## src/rtl/core/pdl_pkg.sv

```systemverilog
// Package for the pixel-doubling letterbox frame writer.
// Holds widths, request and register codes, payload structs and the color conversion.
// No dependencies; every other RTL file imports it.
`default_nettype none

package pdl_pkg;

  // Field widths
  localparam int ROW_W   = 9;
  localparam int PAIR_W  = 9;
  localparam int PIX_W   = 16;
  localparam int DATA_W  = 2 * PIX_W;
  localparam int SRCW_W  = 9;
  localparam int SRCH_W  = 8;
  localparam int SCRH_W  = 9;
  localparam int REQ_W   = 2;
  localparam int CFGI_W  = 2;
  localparam int CFGD_W  = 9;

  // Pairs written per fill row (one full 640-pixel row)
  localparam logic [PAIR_W-1:0] FILL_PAIRS = 9'd320;

  // Request codes
  localparam logic [REQ_W-1:0] REQ_START = 2'd0;
  localparam logic [REQ_W-1:0] REQ_PIXEL = 2'd1;
  localparam logic [REQ_W-1:0] REQ_FILL  = 2'd2;

  // Configuration register indexes
  localparam logic [CFGI_W-1:0] CFG_SRC_WIDTH  = 2'd0;
  localparam logic [CFGI_W-1:0] CFG_SRC_HEIGHT = 2'd1;
  localparam logic [CFGI_W-1:0] CFG_SCR_HEIGHT = 2'd2;
  localparam logic [CFGI_W-1:0] CFG_RGB565     = 2'd3;

  // Configuration register values
  typedef struct packed {
    logic [SRCW_W-1:0] src_width;
    logic [SRCH_W-1:0] src_height;
    logic [SCRH_W-1:0] screen_height;
    logic              rgb565_mode;
  } pdl_cfg_t;

  // One result as handed to the output stage; dual asks for a second
  // result on the next row with the same pair and data.
  typedef struct packed {
    logic              write_enable;
    logic [ROW_W-1:0]  dest_row;
    logic [PAIR_W-1:0] dest_pair;
    logic [DATA_W-1:0] pair_data;
    logic              misplaced;
    logic              last;
    logic              dual;
  } pdl_res_t;

  // RGB555 to RGB565: blue stays, red/green move up one, bit 15 dropped
  function automatic logic [PIX_W-1:0] rgb555_to_565(input logic [PIX_W-1:0] pix);
    return {pix[14:5], 1'b0, pix[4:0]};
  endfunction

endpackage

`default_nettype wire

```

## src/rtl/core/pdl_if.sv

```systemverilog
// Stream interfaces for the frame writer: request channel and surface write channel.
// Depend on pdl_pkg for field widths.
`default_nettype none

interface pdl_in_if import pdl_pkg::*; ();
  logic              valid;
  logic              ready;
  logic [REQ_W-1:0]  req_type;
  logic [PIX_W-1:0]  pixel;

  modport source (output valid, output req_type, output pixel, input ready);
  modport sink   (input valid, input req_type, input pixel, output ready);
endinterface

interface pdl_out_if import pdl_pkg::*; ();
  logic              valid;
  logic              ready;
  logic              write_enable;
  logic [ROW_W-1:0]  dest_row;
  logic [PAIR_W-1:0] dest_pair;
  logic [DATA_W-1:0] pair_data;
  logic              misplaced;
  logic              last;

  modport source (output valid, output write_enable, output dest_row, output dest_pair,
                  output pair_data, output misplaced, output last, input ready);
  modport sink   (input valid, input write_enable, input dest_row, input dest_pair,
                  input pair_data, input misplaced, input last, output ready);
endinterface

`default_nettype wire

```

## src/rtl/core/pdl_cfg_regs.sv

```systemverilog
// Configuration register file of the frame writer: write-only, decoded by index.
// Depends on pdl_pkg.
`default_nettype none

module pdl_cfg_regs import pdl_pkg::*; (
  input  wire logic              clk,
  input  wire logic              rst_n,
  input  wire logic              cfg_we,
  input  wire logic [CFGI_W-1:0] cfg_index,
  input  wire logic [CFGD_W-1:0] cfg_wdata,
  output pdl_cfg_t               cfg
);

  pdl_cfg_t cfg_r;
  pdl_cfg_t cfg_nxt;

  // Index decode
  always_comb begin
    cfg_nxt = cfg_r;
    if (cfg_we) begin
      unique case (cfg_index)
        CFG_SRC_WIDTH:  cfg_nxt.src_width     = cfg_wdata[SRCW_W-1:0];
        CFG_SRC_HEIGHT: cfg_nxt.src_height    = cfg_wdata[SRCH_W-1:0];
        CFG_SCR_HEIGHT: cfg_nxt.screen_height = cfg_wdata[SCRH_W-1:0];
        CFG_RGB565:     cfg_nxt.rgb565_mode   = cfg_wdata[0];
        default:        cfg_nxt = cfg_r;
      endcase
    end
  end

  always_ff @(posedge clk) begin
    if (!rst_n) begin
      cfg_r.src_width     <= 9'd320;
      cfg_r.src_height    <= 8'd240;
      cfg_r.screen_height <= 9'd480;
      cfg_r.rgb565_mode   <= 1'b0;
    end else begin
      cfg_r <= cfg_nxt;
    end
  end

  assign cfg = cfg_r;

endmodule

`default_nettype wire

```

## src/rtl/core/pdl_frame_ctl.sv

```systemverilog
// Frame sequencer: input register, phase/cursor state and per-item result logic.
// Depends on pdl_pkg and pdl_in_if; feeds pdl_out_stage.
`default_nettype none

module pdl_frame_ctl import pdl_pkg::*; (
  input  wire logic      clk,
  input  wire logic      rst_n,
  input  wire pdl_cfg_t  cfg,
  pdl_in_if.sink         in_ch,
  input  wire logic      take,
  output logic           load,
  output pdl_res_t       res
);

  typedef enum logic [1:0] {
    PH_IDLE,
    PH_TOP,
    PH_PIX,
    PH_BOT
  } phase_t;

  typedef struct packed {
    phase_t           phase;
    logic [ROW_W-1:0] row;
  } enter_t;

  // Input register
  logic              in_valid_r;
  logic [REQ_W-1:0]  req_r;
  logic [PIX_W-1:0]  pix_r;

  // Frame state
  phase_t            phase_r, phase_nxt;
  logic [ROW_W-1:0]  top_rows_r, top_rows_nxt;
  logic [ROW_W-1:0]  bot_rows_r, bot_rows_nxt;
  logic [ROW_W-1:0]  cur_row_r, cur_row_nxt;
  logic [PAIR_W-1:0] cur_pair_r, cur_pair_nxt;
  logic [ROW_W-1:0]  rows_done_r, rows_done_nxt;

  logic              advance;
  logic [ROW_W:0]    gap;
  logic              gap_pos;
  logic [ROW_W-1:0]  top_new;
  logic [ROW_W-1:0]  bot_new;
  logic [PAIR_W-1:0] pair_inc;
  logic [ROW_W-1:0]  rd_inc;
  logic [PIX_W-1:0]  pix_conv;
  enter_t            ent;

  // First phase at or after 'from' that has work; from is never idle
  function automatic enter_t enter_phase(
    input phase_t            from,
    input logic [ROW_W-1:0]  top,
    input logic [ROW_W-1:0]  bot,
    input logic [SRCH_W-1:0] hgt,
    input logic [SRCW_W-1:0] wid,
    input logic [ROW_W-1:0]  row_in
  );
    enter_t e;
    e.row   = row_in;
    e.phase = PH_IDLE;
    if (from == PH_TOP && top != '0) begin
      e.phase = PH_TOP;
    end else if (from != PH_BOT && hgt != '0 && wid != '0) begin
      e.phase = PH_PIX;
      e.row   = top;
    end else begin
      e.row   = top + {hgt, 1'b0};
      e.phase = (bot != '0) ? PH_BOT : PH_IDLE;
    end
    return e;
  endfunction

  assign advance     = in_valid_r && take;
  assign in_ch.ready = !in_valid_r || take;
  assign load        = advance;

  // Letterbox split of the spare height
  assign gap     = {1'b0, cfg.screen_height} - {1'b0, cfg.src_height, 1'b0};
  assign gap_pos = !gap[ROW_W] && (gap != '0);
  assign top_new = gap_pos ? {1'b0, gap[ROW_W-1:1]} : '0;
  assign bot_new = gap_pos ? (gap[ROW_W-1:0] - top_new) : '0;

  assign pair_inc = cur_pair_r + 9'd1;
  assign rd_inc   = rows_done_r + 9'd1;
  assign pix_conv = cfg.rgb565_mode ? rgb555_to_565(pix_r) : pix_r;

  // Per-item result and state update
  always_comb begin
    phase_nxt     = phase_r;
    top_rows_nxt  = top_rows_r;
    bot_rows_nxt  = bot_rows_r;
    cur_row_nxt   = cur_row_r;
    cur_pair_nxt  = cur_pair_r;
    rows_done_nxt = rows_done_r;
    ent           = '{phase: PH_IDLE, row: '0};
    res           = '0;
    res.last      = 1'b1;

    unique case (req_r)
      REQ_START: begin
        if (phase_r != PH_IDLE) begin
          res.misplaced = 1'b1;
        end else begin
          top_rows_nxt  = top_new;
          bot_rows_nxt  = bot_new;
          ent           = enter_phase(PH_TOP, top_new, bot_new, cfg.src_height,
                                      cfg.src_width, '0);
          phase_nxt     = ent.phase;
          cur_row_nxt   = ent.row;
          cur_pair_nxt  = '0;
          rows_done_nxt = '0;
        end
      end
      REQ_PIXEL: begin
        if (phase_r != PH_PIX) begin
          res.misplaced = 1'b1;
        end else begin
          res.write_enable = 1'b1;
          res.dest_row     = cur_row_r;
          res.dest_pair    = cur_pair_r;
          res.pair_data    = {pix_conv, pix_conv};
          res.last         = 1'b0;
          res.dual         = 1'b1;
          cur_pair_nxt     = pair_inc;
          if (pair_inc >= cfg.src_width) begin
            cur_pair_nxt  = '0;
            cur_row_nxt   = cur_row_r + 9'd2;
            rows_done_nxt = rd_inc;
            if (rd_inc >= {1'b0, cfg.src_height}) begin
              ent           = enter_phase(PH_BOT, top_rows_r, bot_rows_r, cfg.src_height,
                                          cfg.src_width, cur_row_r);
              phase_nxt     = ent.phase;
              cur_row_nxt   = ent.row;
              rows_done_nxt = '0;
            end
          end
        end
      end
      REQ_FILL: begin
        if (phase_r != PH_TOP && phase_r != PH_BOT) begin
          res.misplaced = 1'b1;
        end else begin
          res.write_enable = 1'b1;
          res.dest_row     = cur_row_r;
          res.dest_pair    = cur_pair_r;
          cur_pair_nxt     = pair_inc;
          if (pair_inc >= FILL_PAIRS) begin
            cur_pair_nxt  = '0;
            cur_row_nxt   = cur_row_r + 9'd1;
            rows_done_nxt = rd_inc;
            if (phase_r == PH_TOP && rd_inc >= top_rows_r) begin
              ent           = enter_phase(PH_PIX, top_rows_r, bot_rows_r, cfg.src_height,
                                          cfg.src_width, cur_row_nxt);
              phase_nxt     = ent.phase;
              cur_row_nxt   = ent.row;
              rows_done_nxt = '0;
            end else if (phase_r == PH_BOT && rd_inc >= bot_rows_r) begin
              phase_nxt     = PH_IDLE;
              rows_done_nxt = '0;
            end
          end
        end
      end
      default: begin
        res.misplaced = 1'b1;
      end
    endcase
  end

  // Input register: takes a transfer whenever it is empty or moving on
  always_ff @(posedge clk) begin
    if (!rst_n) begin
      in_valid_r <= 1'b0;
    end else if (in_ch.valid && in_ch.ready) begin
      in_valid_r <= 1'b1;
    end else if (advance) begin
      in_valid_r <= 1'b0;
    end
  end

  always_ff @(posedge clk) begin
    if (in_ch.valid && in_ch.ready) begin
      req_r <= in_ch.req_type;
      pix_r <= in_ch.pixel;
    end
  end

  // Frame state, updated as each item moves into the result register
  always_ff @(posedge clk) begin
    if (!rst_n) begin
      phase_r     <= PH_IDLE;
      top_rows_r  <= '0;
      bot_rows_r  <= '0;
      cur_row_r   <= '0;
      cur_pair_r  <= '0;
      rows_done_r <= '0;
    end else if (advance) begin
      phase_r     <= phase_nxt;
      top_rows_r  <= top_rows_nxt;
      bot_rows_r  <= bot_rows_nxt;
      cur_row_r   <= cur_row_nxt;
      cur_pair_r  <= cur_pair_nxt;
      rows_done_r <= rows_done_nxt;
    end
  end

endmodule

`default_nettype wire

```

## src/rtl/core/pdl_out_stage.sv

```systemverilog
// Result register of the frame writer; expands a pixel into its two row writes.
// Depends on pdl_pkg and pdl_out_if.
`default_nettype none

module pdl_out_stage import pdl_pkg::*; (
  input  wire logic      clk,
  input  wire logic      rst_n,
  input  wire logic      load,
  input  wire pdl_res_t  res,
  output logic           take,
  pdl_out_if.source      out_ch
);

  logic     out_valid_r, out_valid_nxt;
  pdl_res_t res_r, res_nxt;
  logic     xfer;

  assign xfer = out_valid_r && out_ch.ready;
  // Free for a new result once the current one leaves and no second row waits
  assign take = !out_valid_r || (out_ch.ready && !res_r.dual);

  always_comb begin
    out_valid_nxt = out_valid_r;
    res_nxt       = res_r;
    if (load) begin
      out_valid_nxt = 1'b1;
      res_nxt       = res;
    end else if (xfer) begin
      if (res_r.dual) begin
        // second row of a pixel pair
        res_nxt.dest_row = res_r.dest_row + 9'd1;
        res_nxt.last     = 1'b1;
        res_nxt.dual     = 1'b0;
      end else begin
        out_valid_nxt = 1'b0;
      end
    end
  end

  always_ff @(posedge clk) begin
    if (!rst_n) begin
      out_valid_r <= 1'b0;
      res_r       <= '0;
    end else begin
      out_valid_r <= out_valid_nxt;
      res_r       <= res_nxt;
    end
  end

  assign out_ch.valid        = out_valid_r;
  assign out_ch.write_enable = res_r.write_enable;
  assign out_ch.dest_row     = res_r.dest_row;
  assign out_ch.dest_pair    = res_r.dest_pair;
  assign out_ch.pair_data    = res_r.pair_data;
  assign out_ch.misplaced    = res_r.misplaced;
  assign out_ch.last         = res_r.last;

endmodule

`default_nettype wire

```

## src/rtl/core/pixel_doubler_letterbox_rgb555_to_565_top.sv

```systemverilog
// Top level of the 2x pixel-doubling letterbox frame writer (RGB555 to RGB565).
// Instantiates pdl_cfg_regs, pdl_frame_ctl and pdl_out_stage; uses pdl_pkg and pdl_if.
//
// A frame start item splits the spare screen height into top and bottom black
// bands; fill items write one black pair each (320 pairs per row), and each
// source pixel becomes one pair written on two adjacent rows. Items that do
// not fit the current phase return one result flagged misplaced. An item passes
// from the input register into the result register, which holds its first
// result. Start and fill items sustain one per cycle while the result channel
// is ready; a pixel holds the single result register for both of its row
// writes. No clearing pass after reset. The user must make configuration writes
// only while the block is idle; the block itself does not enforce this.
`default_nettype none

module pixel_doubler_letterbox_rgb555_to_565_top import pdl_pkg::*; (
  input  wire logic              clk,
  input  wire logic              rst_n,
  input  wire logic              cfg_we,
  input  wire logic [CFGI_W-1:0] cfg_index,
  input  wire logic [CFGD_W-1:0] cfg_wdata,
  pdl_in_if.sink                 in_ch,
  pdl_out_if.source              out_ch
);

  pdl_cfg_t cfg;
  pdl_res_t res;
  logic     load;
  logic     take;

  pdl_cfg_regs u_cfg (
    .clk       (clk),
    .rst_n     (rst_n),
    .cfg_we    (cfg_we),
    .cfg_index (cfg_index),
    .cfg_wdata (cfg_wdata),
    .cfg       (cfg)
  );

  pdl_frame_ctl u_ctl (
    .clk   (clk),
    .rst_n (rst_n),
    .cfg   (cfg),
    .in_ch (in_ch),
    .take  (take),
    .load  (load),
    .res   (res)
  );

  pdl_out_stage u_out (
    .clk    (clk),
    .rst_n  (rst_n),
    .load   (load),
    .res    (res),
    .take   (take),
    .out_ch (out_ch)
  );

endmodule

`default_nettype wire

```

## src/flat_wrapper.sv

```systemverilog
// flat-port wrapper written by rule: the top's interface ports become plain ports
module pixel_doubler_letterbox_rgb555_to_565_top_flat import pdl_pkg::*;
  (clk, rst_n, cfg_we, cfg_index, cfg_wdata, in_ch_valid, in_ch_req_type, in_ch_pixel, in_ch_ready, out_ch_valid, out_ch_write_enable, out_ch_dest_row, out_ch_dest_pair, out_ch_pair_data, out_ch_misplaced, out_ch_last, out_ch_ready);
  pdl_in_if in_ch_i ();
  pdl_out_if out_ch_i ();
  input  wire logic clk;
  input  wire logic rst_n;
  input  wire logic cfg_we;
  input  wire logic [CFGI_W-1:0] cfg_index;
  input  wire logic [CFGD_W-1:0] cfg_wdata;
  input wire logic [$bits(in_ch_i.valid)-1:0] in_ch_valid;
  input wire logic [$bits(in_ch_i.req_type)-1:0] in_ch_req_type;
  input wire logic [$bits(in_ch_i.pixel)-1:0] in_ch_pixel;
  output wire logic [$bits(in_ch_i.ready)-1:0] in_ch_ready;
  output wire logic [$bits(out_ch_i.valid)-1:0] out_ch_valid;
  output wire logic [$bits(out_ch_i.write_enable)-1:0] out_ch_write_enable;
  output wire logic [$bits(out_ch_i.dest_row)-1:0] out_ch_dest_row;
  output wire logic [$bits(out_ch_i.dest_pair)-1:0] out_ch_dest_pair;
  output wire logic [$bits(out_ch_i.pair_data)-1:0] out_ch_pair_data;
  output wire logic [$bits(out_ch_i.misplaced)-1:0] out_ch_misplaced;
  output wire logic [$bits(out_ch_i.last)-1:0] out_ch_last;
  input wire logic [$bits(out_ch_i.ready)-1:0] out_ch_ready;
  assign in_ch_i.valid = in_ch_valid;
  assign in_ch_i.req_type = in_ch_req_type;
  assign in_ch_i.pixel = in_ch_pixel;
  assign in_ch_ready = in_ch_i.ready;
  assign out_ch_valid = out_ch_i.valid;
  assign out_ch_write_enable = out_ch_i.write_enable;
  assign out_ch_dest_row = out_ch_i.dest_row;
  assign out_ch_dest_pair = out_ch_i.dest_pair;
  assign out_ch_pair_data = out_ch_i.pair_data;
  assign out_ch_misplaced = out_ch_i.misplaced;
  assign out_ch_last = out_ch_i.last;
  assign out_ch_i.ready = out_ch_ready;
  pixel_doubler_letterbox_rgb555_to_565_top u_core (.clk(clk), .rst_n(rst_n), .cfg_we(cfg_we), .cfg_index(cfg_index), .cfg_wdata(cfg_wdata), .in_ch(in_ch_i), .out_ch(out_ch_i));
endmodule
```

## config.mk

```make
export PLATFORM = sky130hd
export DESIGN_NAME = pixel_doubler_letterbox_rgb555_to_565_top_flat
export DESIGN_NICKNAME = d
export VERILOG_FILES = /design/src/rtl/core/pdl_pkg.sv /design/src/rtl/core/pdl_if.sv /design/src/rtl/core/pdl_cfg_regs.sv /design/src/rtl/core/pdl_frame_ctl.sv /design/src/rtl/core/pdl_out_stage.sv /design/src/rtl/core/pixel_doubler_letterbox_rgb555_to_565_top.sv /design/src/flat_wrapper.sv
export SDC_FILE = /design/constraint.sdc
export NUM_CORES = 1
export LEC_CHECK = 0
export BUFFER_PORTS_ARGS = -buffer_cell sky130_fd_sc_hd__buf_2
export CORE_MARGIN = 8
export CORE_UTILIZATION = 54
export CTS_CLUSTER_SIZE = 25
export DETAILED_ROUTE_END_ITERATION = 16
export GPL_TIMING_DRIVEN = 0
export PLACE_DENSITY = 0.85
export SYNTH_ARGS = -nofsm -noshare
export SYNTH_HDL_FRONTEND = slang
export SYNTH_SLANG_ARGS = --single-unit
```

## constraint.sdc

```tcl
create_clock -name clk -period 4.1 [get_ports clk]
set_input_delay 0.82 -clock clk [delete_from_list [all_inputs] [get_ports clk]]
set_output_delay 0.82 -clock clk [all_outputs]
set_load 0.05 [all_outputs]
```

==> run_results.csv, run 1 <==
group,metric,value,unit
run_status,status,"complete, but fails checks",
run_status,violations,"negative setup slack",
clock_network,cts_tree,"yes",
synthesis,synth_cell_types,88,
global_routing,grt_usage,0.249,
routing,drt-vias-per-instance,5.99,
layout,fill_cells,1268,
routing,dr.pass1.iters,6,
global_routing,antenna_found_initial,0,
clock_network,htree_levels,4,
sta,hold_slack,0.470,ns
placement,place.gp.congestion,0.967,
synthesis,syn_area_per_cell,8.40,sq um
sta,worst_slew_pin_slew,1.14,ns
critical_path,worstPathArrival,4.57,ns
sta,finalSetupViolations,5,
placement,hpwlAfterDp,18.4,mm
placement,dp_cells,1331,
clock_network,cts_buffers,17,
critical_path,crit_fanout,5,
layout,n_antenna_cell,0,
floorplanning,die-area,20300,sq um
sta,clock_skew,0.00862,ns
sta,slew_headroom,0.240,
clock_network,clk_latency,0.43,ns
clock_network,clk_pin_slew_worst_paths,0.06,ns
critical_path,end_kind,"flip-flop",
routing,drc,0,
synthesis,ys.flop_type,"dfxtp_1",
critical_path,cp-start-kind,"flip-flop",
routing,ant_nets,0,
power_and_ir_drop,power_density,379,nW/um^2
synthesis,netlist_instances,1027,
routing,drt_wl_total,25.6,mm
sta,setup_slack,-0.177,ns
routing,route.vias.total,8266,
clock_network,ctsLongestPathBuffers,2,
sta,rsz0062_at_grt,"yes",
placement,io_buffers,88,
sta,finalMaxSlewViolations,0,
sta,clock.fmax,234,MHz
power_and_ir_drop,p_leak,4.52,nW
synthesis,synth_area_leaders,"dfxtp_1 (26%), ha_1 (11%), edfxtp_1 (6.3%)",
routing,drt_first_iter_violations,792,
sta,finalCritPeriodShare,1.04,
synthesis,synth_async_sr_flop_share,0,
critical_path,path_class,"reg2reg",
routing,wl_per_cell,18.5,um
synthesis,synth_area,8630,sq um
layout,drive_gt1_frac,0.252,
synthesis,yosys_warnings,0,
global_routing,grt_pass1_vias,7978,
sta,period_minus_slack,4.28,ns
synthesis,yosysSeqAreaShare,0.325,
synthesis,synth_edf_count,18,
layout,synthToLayoutAreaGrowth,19.8,%
floorplanning,initial_core_util,0.547,
layout,final_nets,1264,
clock_network,cts_sinks,131,
critical_path,cp.required,4.39,ns
global_routing,grt_max_degree,19,
synthesis,synth_top_cell_area_share,0.262,
layout,fin_cells,1379,
floorplanning,pin_count,89,
floorplanning,core.rowCount,46,
synthesis,synth_top_area_cell,"dfxtp_1",
floorplanning,coreArea,15800,sq um
placement,detailedPlace.worstSlack,-0.702,ns
synthesis,syn-num-nets,1141,
clock_network,root_buffer,"clkbuf_16",
job,max_cap_violations,0,
global_routing,grt_overflow,0,
power_and_ir_drop,vdd_ir_drop_max,0.000359,V
synthesis,synth_seq_cells,131,
global_routing,grt_pass1_wl,40.0,mm
hold_path,min_path_type,"reg2reg",
sta,final_hold_viol_count,0,
floorplanning,die_w,142,um
floorplanning,die_y,142,um
## flip-flops by register name (all words and copies together) (netlist names), 2 cells and up
signal / cells
u_core.u_out.out_ch.dest_row: 9
u_core.u_ctl.req_r: 2
u_core.u_ctl.phase_r: 2
u_core.u_ctl.bot_rows_r: 9
u_core.u_ctl.rows_done_r: 9
u_core.u_ctl.top_rows_r: 8
u_core.u_ctl.cur_row_r: 9
u_core.u_out.out_ch.dest_pair: 9
u_core.u_ctl.pix_r: 16
u_core.u_out.out_ch.pair_data: 16
u_core.u_ctl.cur_pair_r: 9
u_core.u_cfg.cfg: 27
## synthesized netlist by cell type (all sizes together), types with 7 or more instances
master / count
ha: 76
a21oi: 84
xnor2: 17
a31oi: 14
nand4: 9
inv: 58
o211ai: 15
nor2b: 8
nand2: 99
a22o: 9
nor3: 18
o21ai: 39
mux2: 11
a22oi: 30
a211oi: 7
xor2: 22
and3: 7
buf: 67
or3: 8
nand3: 32
nor2: 112
edfxtp: 18
dfxtp: 113
mux2i: 7
clkbuf: 28
a21o: 16
or2: 8
nand2b: 14
## worst max-delay path: stages, from the launching register on
cell	delay, ns
dfxtp_1	0.43
inv_1	0.12
ha_1	0.36
and3_1	0.19
a221o_2	0.43
xor2_4	0.19
nor4_4	0.35
a41oi_4	0.23
nand2_4	0.16
ha_4	0.23
o21ai_2	0.15
a21oi_2	0.06
o311a_1	0.34
o22ai_2	0.16
xnor2_2	0.10
or4_4	0.45
nand3_2	0.10
a311oi_1	0.09
## path summary, 6_finish.rpt
path,startpoint,to,slack (ns),cells past startpoint
max,u_core.u_cfg.cfg[15],u_core.u_ctl.phase_r[0],-0.18,17
min,u_core.u_cfg.cfg[2],u_core.u_cfg.cfg[2],0.47,2
max reg2reg,u_core.u_cfg.cfg[15],u_core.u_ctl.phase_r[0],-0.18,17
min reg2reg,u_core.u_cfg.cfg[2],u_core.u_cfg.cfg[2],0.47,2
## per-stage QoR
step / setup TNS [ns] / instance area (sq um) / power (mW) / util
after global placement: -3.06 / 9370 / 2.14 / 0.594
after global routing: -1.36 / 10300 / 4.05 / 0.655
after floorplan: 0 / 8660 / 1.97 / -
after CTS: -0.273 / 10200 / 3.76 / 0.644
after detailed placement: -3.91 / 9370 / 2.16 / 0.594
final: -0.486 / 10300 / 3.92 / 0.655
## layout by cell type (no fill, tap or decap), types with 26 or more instances in the layout
master,netlist,final
nor2_1,110,108
clkbuf_1,27,28
dfxtp_1,113,107
buf_4,52,66
o21ai_0,30,28
buf_2,9,97
inv_1,54,50
a21oi_1,84,79
a22oi_1,26,26
nand2_1,98,95
nand3_1,31,27
ha_1,76,69
## power by group
group,total [mW],internal [mW],switching [mW]
Sequential,1.37,1.34,0.0311
Combinational,1.09,0.469,0.625
Clock,1.45,0.840,0.615
Total,3.92,2.65,1.27
## area by class of cell
cell class | count | area, sq um | share of cell area
sequential | 131 | 2820 | 0.273
inverter | 59 | 224 | 0.0217
buffer | 95 | 572 | 0.0553
multi-input combinational | 742 | 5330 | 0.515
clock inverter | 14 | 126 | 0.0122
clock buffer | 18 | 429 | 0.0415
timing repair buffer | 104 | 568 | 0.0550
tap | 216 | 270 | 0.0262
## cell families after synthesis
group | Yosys count | share of synthesized area
buffers and inverters | 154 | 0.0920
adders and majority gates | 80 | 0.120
AOI/OAI and AO/OA | 267 | 0.211
DFF | 131 | 0.325
xor gates and xnor gates | 39 | 0.0405
muxes | 18 | 0.0225
and+or+nand+nor | 338 | 0.189
## metal layers
| metal | GRT usage | routed length (um) |
|---|---|---|
| met5 | 0 | 0 |
| met4 | 0.112 | 855 |
| met3 | 0.0584 | 2240 |
| met2 | 0.413 | 12200 |
| met1 | 0.302 | 10300 |
## repair_timing
| item | in CTS | in global routing |
|---|---|---|
| gates resized for setup | 31 | 27 |
| setup endpoints to repair | 12 | 10 |
| pin swaps | 18 | 26 |
| setup buffers | 14 | 4 |
| hold buffers | 0 | 0 |
| endpoints found under the hold margin | 0 | 0 |
(Power assumes the default switching activity.)
==> inputs of run 2 (changes only) <==
--- a/config.mk
+++ b/config.mk
@@ -12,6 +12,7 @@
 export DETAILED_ROUTE_END_ITERATION = 16
 export GPL_TIMING_DRIVEN = 0
 export PLACE_DENSITY = 0.85
+export SETUP_SLACK_MARGIN = 0.02
 export SYNTH_ARGS = -nofsm -noshare
 export SYNTH_HDL_FRONTEND = slang
 export SYNTH_SLANG_ARGS = --single-unit
==> run 2 against run 1 <==
  * The flow still finishes with violations (negative setup slack)
  * Die area is the same
  * Final area grew 0.23%
  * Power grew 0.26%
  * Sequential share of layout area shrank 0.062 points
  * Final cell count grew 0.22%
  * Count of clock-buffer cells in the layout is the same
  * Global-route usage shrank 0.43 points
  * Hold slack lost 0.0090 ns
  * Clock skew grew 0.0022 ns
  * Largest power group unchanged
==> run_results.csv, run 2 (synthesis results as in run 1) <==
group,metric,value,unit
routing,wl_per_cell,18.5,um
sta,rsz0062_at_grt,"yes",
hold_path,min_path_type,"reg2reg",
routing,dr.pass1.iters,6,
critical_path,crit_fanout,4,
routing,drt-vias-per-instance,6.01,
clock_network,cts_tree,"yes",
placement,dpl_cell_area,9390,sq um
critical_path,cp-start-kind,"flip-flop",
job,max_cap_violations,0,
layout,final_nets,1267,
global_routing,grt_overflow,0,
run_status,status,"complete, but fails checks",
sta,finalMaxSlewViolations,0,
sta,finalSetupViolations,4,
clock_network,cts_sinks,131,
sta,period_minus_slack,4.37,ns
global_routing,grt_pass1_vias,7857,
clock_network,htree_levels,4,
routing,route.vias.total,8307,
clock_network,ctsHoldBuffers,0,
layout,synthToLayoutAreaGrowth,20.1,%
floorplanning,pin_count,89,
routing,drt_first_iter_violations,869,
floorplanning,die_w,142,um
sta,hold_slack,0.461,ns
layout,n_antenna_cell,0,
clock_network,ctsLongestPathBuffers,2,
layout,largest_reg_flops,27,
global_routing,antenna_found_initial,0,
floorplanning,core.rowCount,46,
critical_path,end_kind,"flip-flop",
power_and_ir_drop,p_leak,4.53,nW
placement,io_buffers,88,
clock_network,root_buffer,"clkbuf_16",
critical_path,worstPathArrival,4.67,ns
floorplanning,die-area,20300,sq um
power_and_ir_drop,vdd_ir_drop_max,0.000289,V
layout,utilization,0.657,
sta,slew_headroom,0.274,
placement,place.gp.congestion,0.966,
floorplanning,initial_core_util,0.547,
sta,worst_slew_pin_slew,1.09,ns
placement,hpwlAfterDp,18.1,mm
sta,clock_skew,0.0108,ns
sta,setup_slack,-0.275,ns
sta,clock.fmax,229,MHz
layout,final_area,10400,sq um
routing,drc,0,
layout,final_cell_mix,"nor2_1 (107), dfxtp_1 (107), buf_2 (97)",
layout,drive_gt1_frac,0.252,
clock_network,clk_latency,0.44,ns
clock_network,clk_pin_slew_worst_paths,0.06,ns
floorplanning,die_y,142,um
global_routing,grt_usage,0.245,
sta,finalCritPeriodShare,1.07,
sta,final_hold_viol_count,0,
routing,ant_nets,0,
run_status,violations,"negative setup slack",
critical_path,cp.required,4.39,ns
global_routing,grt_max_degree,19,
power_and_ir_drop,power_density,379,nW/um^2
floorplanning,coreArea,15800,sq um
clock_network,cts_buffers,17,
global_routing,grt_pass1_wl,39.7,mm
routing,drt_wl_total,25.5,mm
critical_path,path_class,"reg2reg",
layout,fill_cells,1242,
[run 2: area by class of cell]
| cell class | count | area [sq um] | share of cell area |
|---|---|---|---|
| sequential | 131 | 2820 | 0.272 |
| buffer | 95 | 576 | 0.0556 |
| timing repair buffer | 107 | 587 | 0.0567 |
| tap | 216 | 270 | 0.0261 |
| inverter | 59 | 224 | 0.0216 |
| multi-input combinational | 742 | 5320 | 0.514 |
| clock buffer | 18 | 429 | 0.0414 |
| clock inverter | 14 | 133 | 0.0128 |
[run 2: routing by layer]
layer / up-vias / share of wire / track usage
met5: - / 0 / 0
met4: 0 / 0.039 / 0.125
met2: 430 / 0.47 / 0.391
li1: 3877 / - / -
met1: 3906 / 0.41 / 0.302
met3: 94 / 0.078 / 0.0577
[run 2: per-stage QoR]
| step | cells | worst slack, ns | total power [mW] | TNS, ns |
|---|---|---|---|---|
| 2_1_floorplan | 1027 | 0.0342 | 1.97 | 0 |
| 3_3_place_gp | 1331 | -0.592 | 2.15 | -2.73 |
| 3_5_place_dp | 1331 | -0.652 | 2.17 | -3.46 |
| 4_1_cts | 1375 | -0.161 | 3.75 | -0.383 |
| 5_1_grt | 1382 | -0.405 | 4.05 | -1.71 |
| 6_report | 1382 | -0.275 | 3.93 | -0.638 |
[run 2: worst paths after layout]
kind / from / to / cells past startpoint / slack, ns
max: u_core.u_cfg.cfg[2] / u_core.u_ctl.phase_r[0] / 19 / -0.27
min: u_core.u_ctl.bot_rows_r[5] / u_core.u_ctl.bot_rows_r[5] / 2 / 0.46
max reg2reg: u_core.u_cfg.cfg[2] / u_core.u_ctl.phase_r[0] / 19 / -0.27
min reg2reg: u_core.u_ctl.bot_rows_r[5] / u_core.u_ctl.bot_rows_r[5] / 2 / 0.46
[run 2: power breakdown]
group / internal (mW) / switching, mW / total [mW]
Combinational: 0.463 / 0.625 / 1.09
Sequential: 1.34 / 0.0289 / 1.36
Clock: 0.803 / 0.671 / 1.47
[run 2: worst max-delay path, cell delays in order, from the launching register on]
cell and delay, ns:
dfxtp_2 0.33, inv_2 0.07, ha_4 0.13, inv_2 0.03, fa_2 0.34, a21o_1 0.22
a221o_2 0.43, o31ai_4 0.26, buf_6 0.15, nor2_4 0.04, ha_4 0.16, fa_2 0.40
nand2b_4 0.16, a21oi_4 0.19, a31oi_4 0.13, o21ai_2 0.27, xor2_2 0.15, or4_4 0.60
nand3_2 0.09, a311oi_1 0.07
[run 2: timing repair]
action                                 CTS  global route
setup buffers                           12             7
resized for setup                       16            35
pin swaps                               11            27
setup endpoints to repair               12            11
endpoints found under the hold margin    0             0
